[src/unpa_pkg.sv]
// Shared types and constants for the uniform noise pixel adder.
// No dependencies; every other file of the block refers to this package by scoped names.
package unpa_pkg;

    localparam int unsigned PIX_W   = 8;
    localparam int unsigned SPAN_W  = 9;
    localparam int unsigned LCG_W   = 32;
    localparam int unsigned PROD_W  = LCG_W + SPAN_W;
    localparam int unsigned NOISE_W = 11;
    localparam int unsigned NUM_LANES = 3;

    localparam logic [LCG_W-1:0]  LCG_MUL    = 32'd1664525;
    localparam logic [LCG_W-1:0]  LCG_ADD    = 32'd1013904223;
    localparam logic [LCG_W-1:0]  LCG_MOD    = 32'hFFFF_FFFF;
    localparam logic [SPAN_W-1:0] SPAN_RESET = 9'd25;
    localparam logic [PIX_W-1:0]  PIX_MAX    = 8'd255;

    typedef logic [PIX_W-1:0]          t_chan;
    typedef logic signed [NOISE_W-1:0] t_noise;

    // One RGB pixel, lane order red, green, blue.
    typedef t_chan [NUM_LANES-1:0] t_pix;

    // Pipeline control shared between the top level and the stage modules.
    typedef struct packed {
        logic en;      // whole pipeline moves this cycle
        logic accept;  // a new request enters this cycle
    } t_pipe_ctl;

endpackage

[src/uniform_noise_pixel_adder.sv]
// Top level of the uniform noise pixel adder: handshakes, pixel pipeline, lanes, output.
// Depends on unpa_pkg, unpa_lcg, unpa_noise and unpa_lane.
//
//  Channel   Signals                               Direction  Moves
//  --------  ------------------------------------  ---------  ---------------------------
//  input     i_in_valid, o_in_stall, i_*_in        in         one RGB pixel request
//  output    o_out_valid, i_out_stall, o_*_out     out        one noisy RGB pixel request
//  config    i_cfg_wr_en, i_cfg_wr_data            in         noise span, 9 bits
//
// One pixel request is taken every clock cycle while the output is not stalled. The four
// register stages are the generator step, the span multiply, the exact divide and
// centering, and the three-lane clamp into the output register.
// Reset is synchronous and active low: it empties the pipeline, sets the generator to zero
// and the span to 25. A stall on a valid output freezes every stage at once, and the input
// is stalled in the same cycle so no request is lost or repeated.
module uniform_noise_pixel_adder (
    input  logic                        i_clk,
    input  logic                        i_rst_n,
    input  logic                        i_in_valid,
    output logic                        o_in_stall,
    input  logic [7:0]                  i_red_in,
    input  logic [7:0]                  i_green_in,
    input  logic [7:0]                  i_blue_in,
    output logic                        o_out_valid,
    input  logic                        i_out_stall,
    output logic [7:0]                  o_red_out,
    output logic [7:0]                  o_green_out,
    output logic [7:0]                  o_blue_out,
    input  logic                        i_cfg_wr_en,
    input  logic [unpa_pkg::SPAN_W-1:0] i_cfg_wr_data
);

    unpa_pkg::t_pipe_ctl w_ctl;

    logic [unpa_pkg::SPAN_W-1:0] r_span;

    // Valid bits of the stages: after the generator step, after the multiply,
    // after the noise stage, and at the output register.
    logic r_s1_valid;
    logic r_s2_valid;
    logic r_s3_valid;
    logic r_out_valid;

    unpa_pkg::t_pix r_s1_pix;
    unpa_pkg::t_pix r_s2_pix;
    unpa_pkg::t_pix r_s3_pix;
    unpa_pkg::t_pix r_out_pix;
    unpa_pkg::t_pix n_out_pix;
    unpa_pkg::t_pix w_in_pix;

    logic [unpa_pkg::LCG_W-1:0] w_value;
    unpa_pkg::t_noise           w_noise;

    // The pipeline moves unless a finished pixel is waiting on a stalled output.
    assign w_ctl.en     = !(r_out_valid && i_out_stall);
    assign w_ctl.accept = w_ctl.en && i_in_valid;
    assign o_in_stall   = !w_ctl.en;

    assign w_in_pix[0] = i_red_in;
    assign w_in_pix[1] = i_green_in;
    assign w_in_pix[2] = i_blue_in;

    always_ff @(posedge i_clk) begin
        if (!i_rst_n) begin
            r_span <= unpa_pkg::SPAN_RESET;
        end else if (i_cfg_wr_en) begin
            r_span <= i_cfg_wr_data;
        end
    end

    // The generator register holds the value for the pixel in stage one until the next request
    // is accepted, which is never before the edge on which that pixel moves on.
    unpa_lcg u_lcg (
        .i_clk   (i_clk),
        .i_rst_n (i_rst_n),
        .i_ctl   (w_ctl),
        .o_value (w_value)
    );

    unpa_noise u_noise (
        .i_clk   (i_clk),
        .i_ctl   (w_ctl),
        .i_value (w_value),
        .i_span  (r_span),
        .o_noise (w_noise)
    );

    // Three lanes apply the same noise to red, green and blue side by side.
    for (genvar g = 0; g < unpa_pkg::NUM_LANES; g++) begin : g_lane
        unpa_lane u_lane (
            .i_chan  (r_s3_pix[g]),
            .i_noise (w_noise),
            .o_chan  (n_out_pix[g])
        );
    end

    always_ff @(posedge i_clk) begin
        if (!i_rst_n) begin
            r_s1_valid  <= 1'b0;
            r_s2_valid  <= 1'b0;
            r_s3_valid  <= 1'b0;
            r_out_valid <= 1'b0;
        end else if (w_ctl.en) begin
            r_s1_valid  <= i_in_valid;
            r_s2_valid  <= r_s1_valid;
            r_s3_valid  <= r_s2_valid;
            r_out_valid <= r_s3_valid;
        end
    end

    // The merge stage gathers the lane results into one output pixel register.
    always_ff @(posedge i_clk) begin
        if (w_ctl.en) begin
            r_s1_pix  <= w_in_pix;
            r_s2_pix  <= r_s1_pix;
            r_s3_pix  <= r_s2_pix;
            r_out_pix <= n_out_pix;
        end
    end

    assign o_out_valid = r_out_valid;
    assign o_red_out   = r_out_pix[0];
    assign o_green_out = r_out_pix[1];
    assign o_blue_out  = r_out_pix[2];

endmodule

[src/unpa_lcg.sv]
// Generator state of the uniform noise pixel adder: one step per accepted request.
// Depends on unpa_pkg.
module unpa_lcg (
    input  logic                     i_clk,
    input  logic                     i_rst_n,
    input  unpa_pkg::t_pipe_ctl      i_ctl,
    output logic [unpa_pkg::LCG_W-1:0] o_value
);

    logic [unpa_pkg::LCG_W-1:0] r_lcg;
    logic [unpa_pkg::LCG_W-1:0] n_lcg;
    logic [unpa_pkg::LCG_W-1:0] w_step;

    // Multiply-add modulo 2^32, then fold an all-ones result to zero.
    assign w_step = r_lcg * unpa_pkg::LCG_MUL + unpa_pkg::LCG_ADD;
    assign n_lcg  = (w_step == unpa_pkg::LCG_MOD) ? '0 : w_step;

    always_ff @(posedge i_clk) begin
        if (!i_rst_n) begin
            r_lcg <= '0;
        end else if (i_ctl.accept) begin
            r_lcg <= n_lcg;
        end
    end

    assign o_value = r_lcg;

endmodule

[src/unpa_noise.sv]
// Noise stages: scales the generator value by the span, then divides exactly by 2^32-1
// and centers the result. Depends on unpa_pkg.
module unpa_noise (
    input  logic                        i_clk,
    input  unpa_pkg::t_pipe_ctl         i_ctl,
    input  logic [unpa_pkg::LCG_W-1:0]  i_value,
    input  logic [unpa_pkg::SPAN_W-1:0] i_span,
    output unpa_pkg::t_noise            o_noise
);

    logic [unpa_pkg::PROD_W-1:0] r_prod;
    unpa_pkg::t_noise            r_noise;
    unpa_pkg::t_noise            n_noise;

    logic [unpa_pkg::SPAN_W-1:0]  w_hi;
    logic [unpa_pkg::LCG_W:0]     w_sum;
    logic                         w_wrap;
    logic                         w_rem_nz;
    logic [unpa_pkg::SPAN_W:0]    w_floor;
    logic [unpa_pkg::SPAN_W:0]    w_ceil;
    logic [unpa_pkg::SPAN_W-2:0]  w_half;
    logic [unpa_pkg::SPAN_W:0]    w_sel;

    // Since 2^32 is one more than the divisor, the product is hi*(2^32-1) + (hi + lo), and
    // hi + lo stays below twice the divisor: one compare gives quotient and remainder.
    assign w_hi     = r_prod[unpa_pkg::PROD_W-1:unpa_pkg::LCG_W];
    assign w_sum    = {1'b0, r_prod[unpa_pkg::LCG_W-1:0]}
                    + {{(unpa_pkg::LCG_W+1-unpa_pkg::SPAN_W){1'b0}}, w_hi};
    assign w_wrap   = (w_sum >= {1'b0, unpa_pkg::LCG_MOD});
    assign w_rem_nz = w_wrap ? (w_sum != {1'b0, unpa_pkg::LCG_MOD}) : (w_sum != '0);
    assign w_floor  = {1'b0, w_hi} + {{unpa_pkg::SPAN_W{1'b0}}, w_wrap};
    assign w_ceil   = w_floor + {{unpa_pkg::SPAN_W{1'b0}}, w_rem_nz};
    assign w_half   = i_span[unpa_pkg::SPAN_W-1:1];

    // Round toward zero: the floor above the center, the ceiling below it.
    assign w_sel   = (w_floor >= {2'b00, w_half}) ? w_floor : w_ceil;
    assign n_noise = $signed({1'b0, w_sel}) - $signed({3'b000, w_half});

    always_ff @(posedge i_clk) begin
        if (i_ctl.en) begin
            r_prod  <= {{unpa_pkg::SPAN_W{1'b0}}, i_value}
                     * {{unpa_pkg::LCG_W{1'b0}}, i_span};
            r_noise <= n_noise;
        end
    end

    assign o_noise = r_noise;

endmodule

[src/unpa_lane.sv]
// One color lane: adds the noise to a channel and clamps to the pixel range.
// Depends on unpa_pkg.
module unpa_lane (
    input  unpa_pkg::t_chan  i_chan,
    input  unpa_pkg::t_noise i_noise,
    output unpa_pkg::t_chan  o_chan
);

    logic signed [unpa_pkg::NOISE_W:0] w_sum;

    assign w_sum = $signed({{(unpa_pkg::NOISE_W+1-unpa_pkg::PIX_W){1'b0}}, i_chan})
                 + $signed({i_noise[unpa_pkg::NOISE_W-1], i_noise});

    always_comb begin
        priority if (w_sum < 0) begin
            o_chan = '0;
        end else if (w_sum > $signed({{(unpa_pkg::NOISE_W+1-unpa_pkg::PIX_W){1'b0}},
                                      unpa_pkg::PIX_MAX})) begin
            o_chan = unpa_pkg::PIX_MAX;
        end else begin
            o_chan = w_sum[unpa_pkg::PIX_W-1:0];
        end
    end

endmodule
[config.mk]
export PLATFORM = sky130hd
export DESIGN_NAME = uniform_noise_pixel_adder
export DESIGN_NICKNAME = d
export VERILOG_FILES = /design/src/unpa_pkg.sv /design/src/uniform_noise_pixel_adder.sv /design/src/unpa_lcg.sv /design/src/unpa_noise.sv /design/src/unpa_lane.sv
export SDC_FILE = /design/constraint.sdc
export NUM_CORES = 1
export LEC_CHECK = 0
export BUFFER_PORTS_ARGS = -buffer_cell sky130_fd_sc_hd__buf_2
export CAP_MARGIN = 20
export CORE_MARGIN = 2
export CORE_UTILIZATION = 40
export DETAILED_ROUTE_END_ITERATION = 16
export PLACE_DENSITY = 0.63
export REMOVE_ABC_BUFFERS = 1
export SYNTH_ARGS = -nofsm -noshare
export SYNTH_HDL_FRONTEND = slang
export SYNTH_SLANG_ARGS = --single-unit
[constraint.sdc]
create_clock -name i_clk -period 8.6 [get_ports i_clk]
set_input_delay 1.72 -clock i_clk [delete_from_list [all_inputs] [get_ports i_clk]]
set_output_delay 1.72 -clock i_clk [all_outputs]
set_load 0.02 [all_outputs]
-- Yosys cells after proc, flatten, opt, wreduce, memory -nomap -nowiden
Cells that the tools add are included.
W data, S select, Z words.
- bits in registers: 193
- output and inout bits: 26
- word-level logic and storage cells: 50
- add/subtract/negate cells: 8
- multipliers: 2
- magnitude comparators: 8
- equal/unequal tests: 2
- mux-type cells: 6
- reductions and logical operators: 4
- operators with widths (kind ; number):
    $mul A32 B9 Y41 ; 1
    $add A9 B11 Y12 ; 3
    $gt A12 B9 Y1 const B ; 3
    $lt A12 B1 Y1 const B ; 3
    $add A32 B9 Y33 ; 1
    $ge A33 B32 Y1 const B ; 1
    $ne A33 B32 Y1 const B ; 1
    $reduce_bool A33 Y1 ; 1
    $add A32 B30 Y32 const B ; 1
    $eq A32 B32 Y1 const B ; 1
    $mul A32 B21 Y32 const B ; 1
    $mux W32 ; 1
    $mux W8 ; 3
    $sub A10 B8 Y11 ; 1
    $add A10 B1 Y10 ; 1
    $add A9 B1 Y10 ; 1
    $ge A10 B8 Y1 ; 1
    $mux W10 ; 1
    $logic_and A1 B1 Y1 ; 2
    $logic_not A1 Y1 ; 1
    $mux W1 ; 1

-- Logic depth before layout (Yosys ltp)
Gate-level depths: netlist of the first run.
- depth in word-level cells: 6
- depth in mapped cells: 37
- gate-level depth less buffers: 37

-- By module
Synthesis of the first run repeated with hierarchy kept, for this count alone.
- cells, all modules: 2743
- area, all modules: 26628.0 um2
- modules (own cells, without submodules) (module ; instances ; cells each ; area each (um2) ; sequential area each (um2)):
    unpa_noise ; 1 ; 1396 ; 12365.6 ; 1561.5
    unpa_lcg ; 1 ; 987 ; 9130.0 ; 640.6
    uniform_noise_pixel_adder ; 1 ; 141 ; 3368.2 ; 3143.0
    unpa_lane ; 3 ; 73 ; 588.1 ; 0.0

-- Least setup slack after synthesis of the first run
OpenSTA, ideal clock, no wires.
- path kind: in2out
- start: input i_out_stall
- end: output o_in_stall
- data arrival time: 5.824 ns
- required time: 6.880 ns
- slack: 1.056 ns
- stages: 2
- buffers on the path: 0
- path through: nand2_1 -> inv_1
- cells in the longest elaborated chain, start to end: 1
- ends and longest elaborated chain (element ; RTL line ; source):
    from (decl) ; uniform_noise_pixel_adder.sv:25 ; input logic i_out_stall,
    $logic_and A1 B1 Y1 ; uniform_noise_pixel_adder.sv:55 ; assign w_ctl.en = !(r_out_valid && i_out_stall);
    to (decl) ; uniform_noise_pixel_adder.sv:20 ; output logic o_in_stall,
Every way passes these cells.

-- Worst setup path in the final report of the first run
- start: register u_noise.r_prod[32] in the netlist's numbering
- end: register u_noise.r_noise[9], in the netlist u_noise.o_noise[9], data pin
- cells in the longest elaborated chain, start to end: 6
- elaborated cells between the ends (all ways): 10
- those cells by class: add/sub (4); order compare (2); eq/ne (1); mux (2); reduce/logical (1)
- ends and longest elaborated chain (element ; RTL line ; source):
    from (decl) ; unpa_noise.sv:11 ; logic [unpa_pkg::PROD_W-1:0] r_prod;
    from (signal assigned) ; unpa_noise.sv:41 ; r_prod <= {{unpa_pkg::SPAN_W{1'b0}}, i_value}
    $add A32 B9 Y33 ; unpa_noise.sv:28 ; + {{(unpa_pkg::LCG_W+1-unpa_pkg::SPAN_W){1'b0}}, w_hi};
    $ge A33 B32 Y1, or another cell as far along ; unpa_noise.sv:29 ; assign w_wrap = (w_sum >= {1'b0, unpa_pkg::LCG_MOD});
    $add A9 B1 Y10 / $mux W1 (equally long branches) ; unpa_noise.sv:31, unpa_noise.sv:30 ;
    $add A10 B1 Y10 / $ge A10 B8 Y1 (equally long branches) ; unpa_noise.sv:32, unpa_noise.sv:36 ;
    $mux W10 (*) ; unpa_noise.sv:36 ; assign w_sel = (w_floor >= {2'b00, w_half}) ? w_floor : w_ceil;
    $sub A10 B8 Y11 (*) ; unpa_noise.sv:37 ; assign n_noise = $signed({1'b0, w_sel}) - $signed({3'b000, w_half});
    named net u_noise.n_noise[9] ; unpa_noise.sv:13 ; unpa_pkg::t_noise n_noise;
    to (signal assigned) ; unpa_noise.sv:43 ; r_noise <= n_noise;
    to (decl) ; unpa_noise.sv:12 ; unpa_pkg::t_noise r_noise;
Mark *: on every way through the listed nets, which the timed path passes. The rest lies on a longest branch.
A chain may end at the register's enable or synchronous reset.

==> metrics.yaml, run 1 <==
timing:
  clock.fmax_mhz: 126
  skew_ns: 0.0257
  min_period_ns: 7.94
  rsz0062_at_grt: "no"
  slew_headroom_pct: 24.2
  worst_pin_slew_ns: 1.14
  slew_viol_final: 0
  fin_crit_sh_pct: 92.4
  setup_viol: 0
  finalHoldViolCount: 0
  setup_tns_ns: 0
routing:
  viasPerCell: 5.23
  vias: 17000
  first_pass_iters: 5
  drcViolationCount: 0
  routed_wl_mm: 60.5
  antenna_left: 0
  first_iter_violations: 952
  routedWlPerCell_um: 18.6
finish:
  fin_nets: 3129
  synthToLayoutAreaGrowth_pct: 7.44
  drive_gt1_share_pct: 7.03
  final_common_cell: "inv_1"
  final_cell_mix: "inv_1, fa_1, nand2_1"
  final.fill_count: 5740
  antenna_cells: 0
clock_network:
  cts_resized: 0
  cts_tree: "yes"
  cts_sinks: 193
  cts_setup_buffers: 0
  htreeDepth: 4
  cts_made_buffers: 17
  cts_buffer_depth: 2
  hold_buffers: 0
  insertion_delay_ns: 0.50
  path_clk_slew_ns: 0.08
  cts-root-buf: "clkbuf_16"
worst_setup_path:
  cp_slowest_cell: "or4b_2"
  crit_fanout: 7
  reg2reg_slack_ns: 0.66
  reg2reg_depth: 35
  rr_startpoint: "u_noise.r_prod[32]"
  worstPathArrival_ns: 8.17
  start_kind: "flop"
  max_stage_delay_ns: 0.66
  worstPathRequired_ns: 8.83
  regToRegEndpoint: "u_noise.o_noise[9]"
  crit_type: "flop to flop"
  cp-end-kind: "flop"
yosys:
  seq_area_frac_synth_pct: 21.9
  ys.warnings.count: 0
  ys_types: 81
  synth-edff-count: 148
  synthCells: 2433
  avgSynthCellArea_um2: 10.0
  ys_ff_latch: 193
  synth_area_um2: 24400
  ys.flop_type: "edfxtp_1"
  ys_async_sr_fraction_pct: 0
placement:
  dpl.hpwl_mm: 48.8
  gp_congestion: 0.927
  io_buffers: 63
job:
  drv_cap: 0
floorplanning:
  start_util_pct: 40.4
  die-area_um2: 62900
  die_y_um: 251
  ioPinCount: 64
  fp.coreArea_um2: 60200
  rows: 90
  die_w_um: 251
global_route:
  grt_pass1_wl_mm: 98.5
  gr-total-overflow: 0
  grtUsageTotal_pct: 20.1
  grt_max_degree: 56
  first_global_vias: 18400
  antenna_found_initial: 0
min_path:
  hold_depth: 0
  hold_end: "r_s3_pix[1]"
  hold_path.class: "flop to flop"
  hold_start: "r_s2_pix[1]"
status:
  status: "finished, final reports clean"
[layer usage]
| metal | track usage [%] | up-vias | share of wire [%] |
|---|---|---|---|
| met5 | 0 | - | 0 |
| met1 | 25.5 | 8519 | 43 |
| met2 | 35.2 | 395 | 50 |
| li1 | - | 8032 | - |
| met4 | 7.12 | 0 | 3.3 |
| met3 | 2.85 | 99 | 4.2 |
[critical path: cells and delay by family, from the launching register on]
family                     cells  cell delay [ns]
xor gates and xnor gates       1             0.10
buffers and inverters          1             0.06
muxes                          1             0.35
and+or+nand+nor                5             1.44
AOI/OAI and AO/OA             21             3.70
DFF                            1             0.36
adders and majority gates      6             1.67
[kinds of logic (layout without fill, tap and decap cells)]
kind of cell    Yosys count  count (layout)  share of synthesized area, %
compound gates          347             347                          9.85
mux                      17              17                         0.724
fa+ha+maj               628             628                          43.2
buf+inv                 502             545                          8.01
flops                   193             193                          21.9
xor+xnor                126             126                          4.53
simple gates            620             620                          11.7
[Yosys cell counts, types with 5 or more instances]
library cell / n / area share, %
nand2b_1: 14 / 0.36
nor2_1: 128 / 2.0
or2_2: 9 / 0.23
o21ai_0: 43 / 0.88
a221oi_1: 5 / 0.18
and3_1: 10 / 0.26
nand2_1: 280 / 4.3
a21oi_1: 83 / 1.7
clkbuf_1: 61 / 0.94
a21o_1: 38 / 1.2
nor4_1: 5 / 0.13
ha_1: 273 / 14
or4_1: 5 / 0.15
dfxtp_1: 45 / 3.7
o21a_1: 38 / 1.2
fa_1: 355 / 29
nor2b_1: 16 / 0.41
nand3_1: 33 / 0.68
mux2i_1: 12 / 0.49
a211oi_1: 11 / 0.34
buf_4: 8 / 0.25
xnor2_1: 95 / 3.4
and2_1: 50 / 1.3
edfxtp_1: 148 / 18
nor3_1: 23 / 0.47
o21bai_1: 18 / 0.55
a31oi_1: 9 / 0.23
o31ai_1: 14 / 0.43
a32o_1: 5 / 0.21
mux2_2: 5 / 0.23
nand4_1: 22 / 0.57
a21boi_0: 9 / 0.28
o211ai_1: 11 / 0.34
inv_1: 414 / 6.4
buf_2: 10 / 0.21
xor2_1: 31 / 1.1
a32o_2: 14 / 0.65
[registers in the layout (all words and copies together), names as in the netlist]
name and flops:
o_blue_out 8, r_s2_pix 24, r_s3_valid 1, o_out_valid 1
u_lcg.o_value 32, u_noise.r_prod 41, u_noise.o_noise 11, r_s2_valid 1
r_s3_pix 24, r_s1_pix 24, r_span 9, o_green_out 8
o_red_out 8, r_s1_valid 1
[cell type report]
class / count / area [µm²] / share of cell area (%)
multi-input cells: 1738 / 17100 / 65.3
flip-flops and latches: 193 / 5350 / 20.4
inverters: 415 / 1560 / 5.95
well taps: 782 / 978 / 3.74
repair buffers: 98 / 578 / 2.21
clock buffers: 17 / 425 / 1.63
clock inverters: 15 / 203 / 0.775
[how the worst max path moves through the flow]
| stage | startpoint | endpoint | slack [ns] | cells after the start |
|---|---|---|---|---|
| 2_1_floorplan | i_out_stall | o_in_stall | 1.06 | 2 |
| 3_3_place_gp | u_noise.r_prod[34] | u_noise.o_noise[9] | 0.34 | 33 |
| 3_5_place_dp | u_noise.r_prod[34] | u_noise.o_noise[9] | 0.30 | 33 |
| 4_1_cts | u_noise.r_prod[32] | u_noise.o_noise[9] | 0.24 | 35 |
| 5_1_grt | u_noise.r_prod[32] | u_noise.o_noise[9] | 0.02 | 35 |
| 6_report | u_noise.r_prod[32] | u_noise.o_noise[9] | 0.66 | 35 |
[metrics by stage]
step	utilization [%]	cell area [µm²]	setup WS (ns)	hold WS [ns]	cells
2_1_floorplan	-	24000	1.06	0.400	2346
3_5_place_dp	42.4	25500	0.302	0.405	3226
4_1_cts	43.4	26200	0.237	0.418	3258
3_3_place_gp	42.4	25500	0.336	0.402	3226
6_report	43.4	26200	0.657	0.419	3258
5_1_grt	43.4	26200	0.0179	0.416	3258
Power of run 1 is not shown: default switching activity piles up to over one toggle a cycle in this logic, so the estimate is an artifact.
==> run 2, diff against run 1 <==
--- a/config.mk
+++ b/config.mk
@@ -8,9 +8,9 @@
 export BUFFER_PORTS_ARGS = -buffer_cell sky130_fd_sc_hd__buf_2
 export CAP_MARGIN = 20
 export CORE_MARGIN = 2
-export CORE_UTILIZATION = 40
+export CORE_UTILIZATION = 62
 export DETAILED_ROUTE_END_ITERATION = 16
-export PLACE_DENSITY = 0.63
+export PLACE_DENSITY = 0.87
 export REMOVE_ABC_BUFFERS = 1
 export SYNTH_ARGS = -nofsm -noshare
 export SYNTH_HDL_FRONTEND = slang
==> metrics.yaml, run 2 (synthesized netlist as in run 1, its figures left out) <==
status:
  status: "finished, final reports clean"  # unchanged
finish:
  final_common_cell: "inv_1"  # unchanged
  multi_input_area_um2: 17100  # about the same
  regArea_um2: 5350  # unchanged
  fin_cells: 2989  # was 3258
  drive_gt1_share_pct: 6.84  # was 7.03%
  final.fill_count: 2866  # was 5740
  synthToLayoutAreaGrowth_pct: 5.89  # was 7.44%
  largest_reg_flops: 41  # unchanged
  final_cell_mix: "inv_1, fa_1, nand2_1"  # unchanged
  fin_nets: 3124  # was 3129
  antenna_cells: 0  # unchanged
  largest_register: "u_noise.r_prod"  # unchanged
worst_setup_path:
  worstPathRequired_ns: 8.81  # was 8.83 ns
  cp_slowest_cell: "or4b_2"  # unchanged
  worstPathArrival_ns: 8.33  # was 8.17 ns
  crit_fanout: 7  # unchanged
  reg2reg_depth: 33  # was 35
  start_kind: "flop"  # unchanged
  crit_top_cell: "ha_1"
  rr_startpoint: "u_noise.r_prod[34]"  # was u_noise.r_prod[32]
  max_stage_delay_ns: 0.65  # was 0.66 ns
  cp-end-kind: "flop"  # unchanged
  crit_type: "flop to flop"  # unchanged
  regToRegEndpoint: "u_noise.o_noise[9]"  # unchanged
  reg2reg_slack_ns: 0.48  # was 0.66 ns
timing:
  worst_pin_slew_ns: 1.02  # was 1.14 ns
  finalHoldViolCount: 0  # unchanged
  skew_ns: 0.0140  # was 0.0257 ns
  slew_headroom_pct: 32.1  # was 24.2%
  min_period_ns: 8.12  # was 7.94 ns
  clock.fmax_mhz: 123  # was 126 MHz
  fin_crit_sh_pct: 94.5  # was 92.4%
  slew_viol_final: 0  # unchanged
  setup_viol: 0  # unchanged
global_route:
  use_met3_pct: 5.29  # was 2.85%
  grt_max_degree: 97  # was 56
  gr-total-overflow: 0  # unchanged
  use_met1_pct: 35.0  # was 25.5%
  first_global_vias: 20100  # was 18400
  grtUsageTotal_pct: 31.8  # was 20.1%
  grt_pass1_wl_mm: 101  # was 98.5 mm
  grtUsageMet2_pct: 56.9  # was 35.2%
  antenna_found_initial: 0  # unchanged
  grt.busiest_layer: "met2"  # unchanged
floorplanning:
  fp.coreArea_um2: 38700  # was 60200 µm²
  die-area_um2: 40900  # was 62900 µm²
  ioPinCount: 64  # unchanged
  rows: 72  # was 90
  die_w_um: 202  # was 251 µm
  start_util_pct: 62.9  # was 40.4%
  die_y_um: 202  # was 251 µm
placement:
  dpl.hpwl_mm: 48.0  # was 48.8 mm
  placed_cells: 2956  # was 3226
  gp_congestion: 0.934  # was 0.927
  io_buffers: 63  # unchanged
clock_network:
  htreeDepth: 4  # unchanged
  hold_buffers: 0  # unchanged
  cts_buffer_depth: 2  # unchanged
  path_clk_slew_ns: 0.08  # about the same
  cts_sinks: 193  # unchanged
  cts_made_buffers: 17  # unchanged
  cts_tree: "yes"  # unchanged
  insertion_delay_ns: 0.47  # was 0.50 ns
  cts_resized: 0  # unchanged
  cts_setup_buffers: 0  # unchanged
  cts-root-buf: "clkbuf_16"  # unchanged
job:
  drv_cap: 0  # unchanged
min_path:
  hold_path.class: "flop to flop"  # unchanged
  hold_depth: 0  # unchanged
  hold_start: "r_s2_pix[17]"  # was r_s2_pix[1]
  hold_end: "r_s3_pix[17]"  # was r_s3_pix[1]
routing:
  routed_wl_mm: 61.7  # was 60.5 mm
  first_pass_iters: 5  # unchanged
  drcViolationCount: 0  # unchanged
  vias: 18100  # was 17000
  first_iter_violations: 1263  # was 952
  viasPerCell: 6.06  # was 5.23
  routedWlPerCell_um: 20.6  # was 18.6 µm
  antenna_left: 0  # unchanged
-- run 2: cell types whose count changed in the layout (fill, tap and decap cells not counted), sizes merged --
cell      before  now
clkinvlp       0    1
clkinv         4    6
buf           98   93
inv          426  423
-- run 2: cell type report --
| class | count | area share [%] |
|---|---|---|
| Inverter | 415 | 6.04 |
| Timing Repair Buffer | 93 | 2.17 |
| Clock buffer | 17 | 1.65 |
| Sequential cell | 193 | 20.7 |
| Clock inverter | 15 | 0.660 |
| Multi-Input combinational cell | 1738 | 66.2 |
| Tap cell | 518 | 2.51 |
-- run 2: worst max-delay path: cells and delay by family (launching register included) --
kind | cells | cell delay [ns]
compound gates | 20 | 3.71
fa+ha+maj | 5 | 1.42
flops | 1 | 0.50
xor+xnor | 2 | 0.41
simple gates | 5 | 1.46
mux | 1 | 0.36
-- run 2: layer usage --
metal,wire length (µm),vias to the layer above
met5,0,-
met1,21400,8880
li1,-,8022
met3,4380,319
met2,31700,883
met4,4170,0
-- run 2: worst max path at each step --
stage | end | cells past startpoint | startpoint
global placement | u_noise.o_noise[9] | 33 | u_noise.r_prod[34]
CTS | u_noise.o_noise[9] | 35 | u_noise.r_prod[32]
global route | u_noise.o_noise[9] | 35 | u_noise.r_prod[32]
floorplan | o_in_stall | 2 | i_out_stall
detailed placement | u_noise.o_noise[9] | 35 | u_noise.r_prod[32]
finish | u_noise.o_noise[9] | 33 | u_noise.r_prod[34]
-- run 2: stage by stage --
stage | setup slack [ns] | instance area, µm² | hold slack [ns] | util [%] | setup TNS, ns
2_1_floorplan | 1.06 | 24000 | 0.400 | - | 0
3_3_place_gp | 0.401 | 25200 | 0.401 | 64.9 | 0
3_5_place_dp | 0.164 | 25200 | 0.405 | 64.9 | 0
4_1_cts | 0.0881 | 25700 | 0.421 | 66.5 | 0
5_1_grt | -0.0210 | 25800 | 0.426 | 66.6 | -0.0210
6_report | 0.477 | 25800 | 0.419 | 66.6 | 0
Power of run 2 is left out for the same reason.
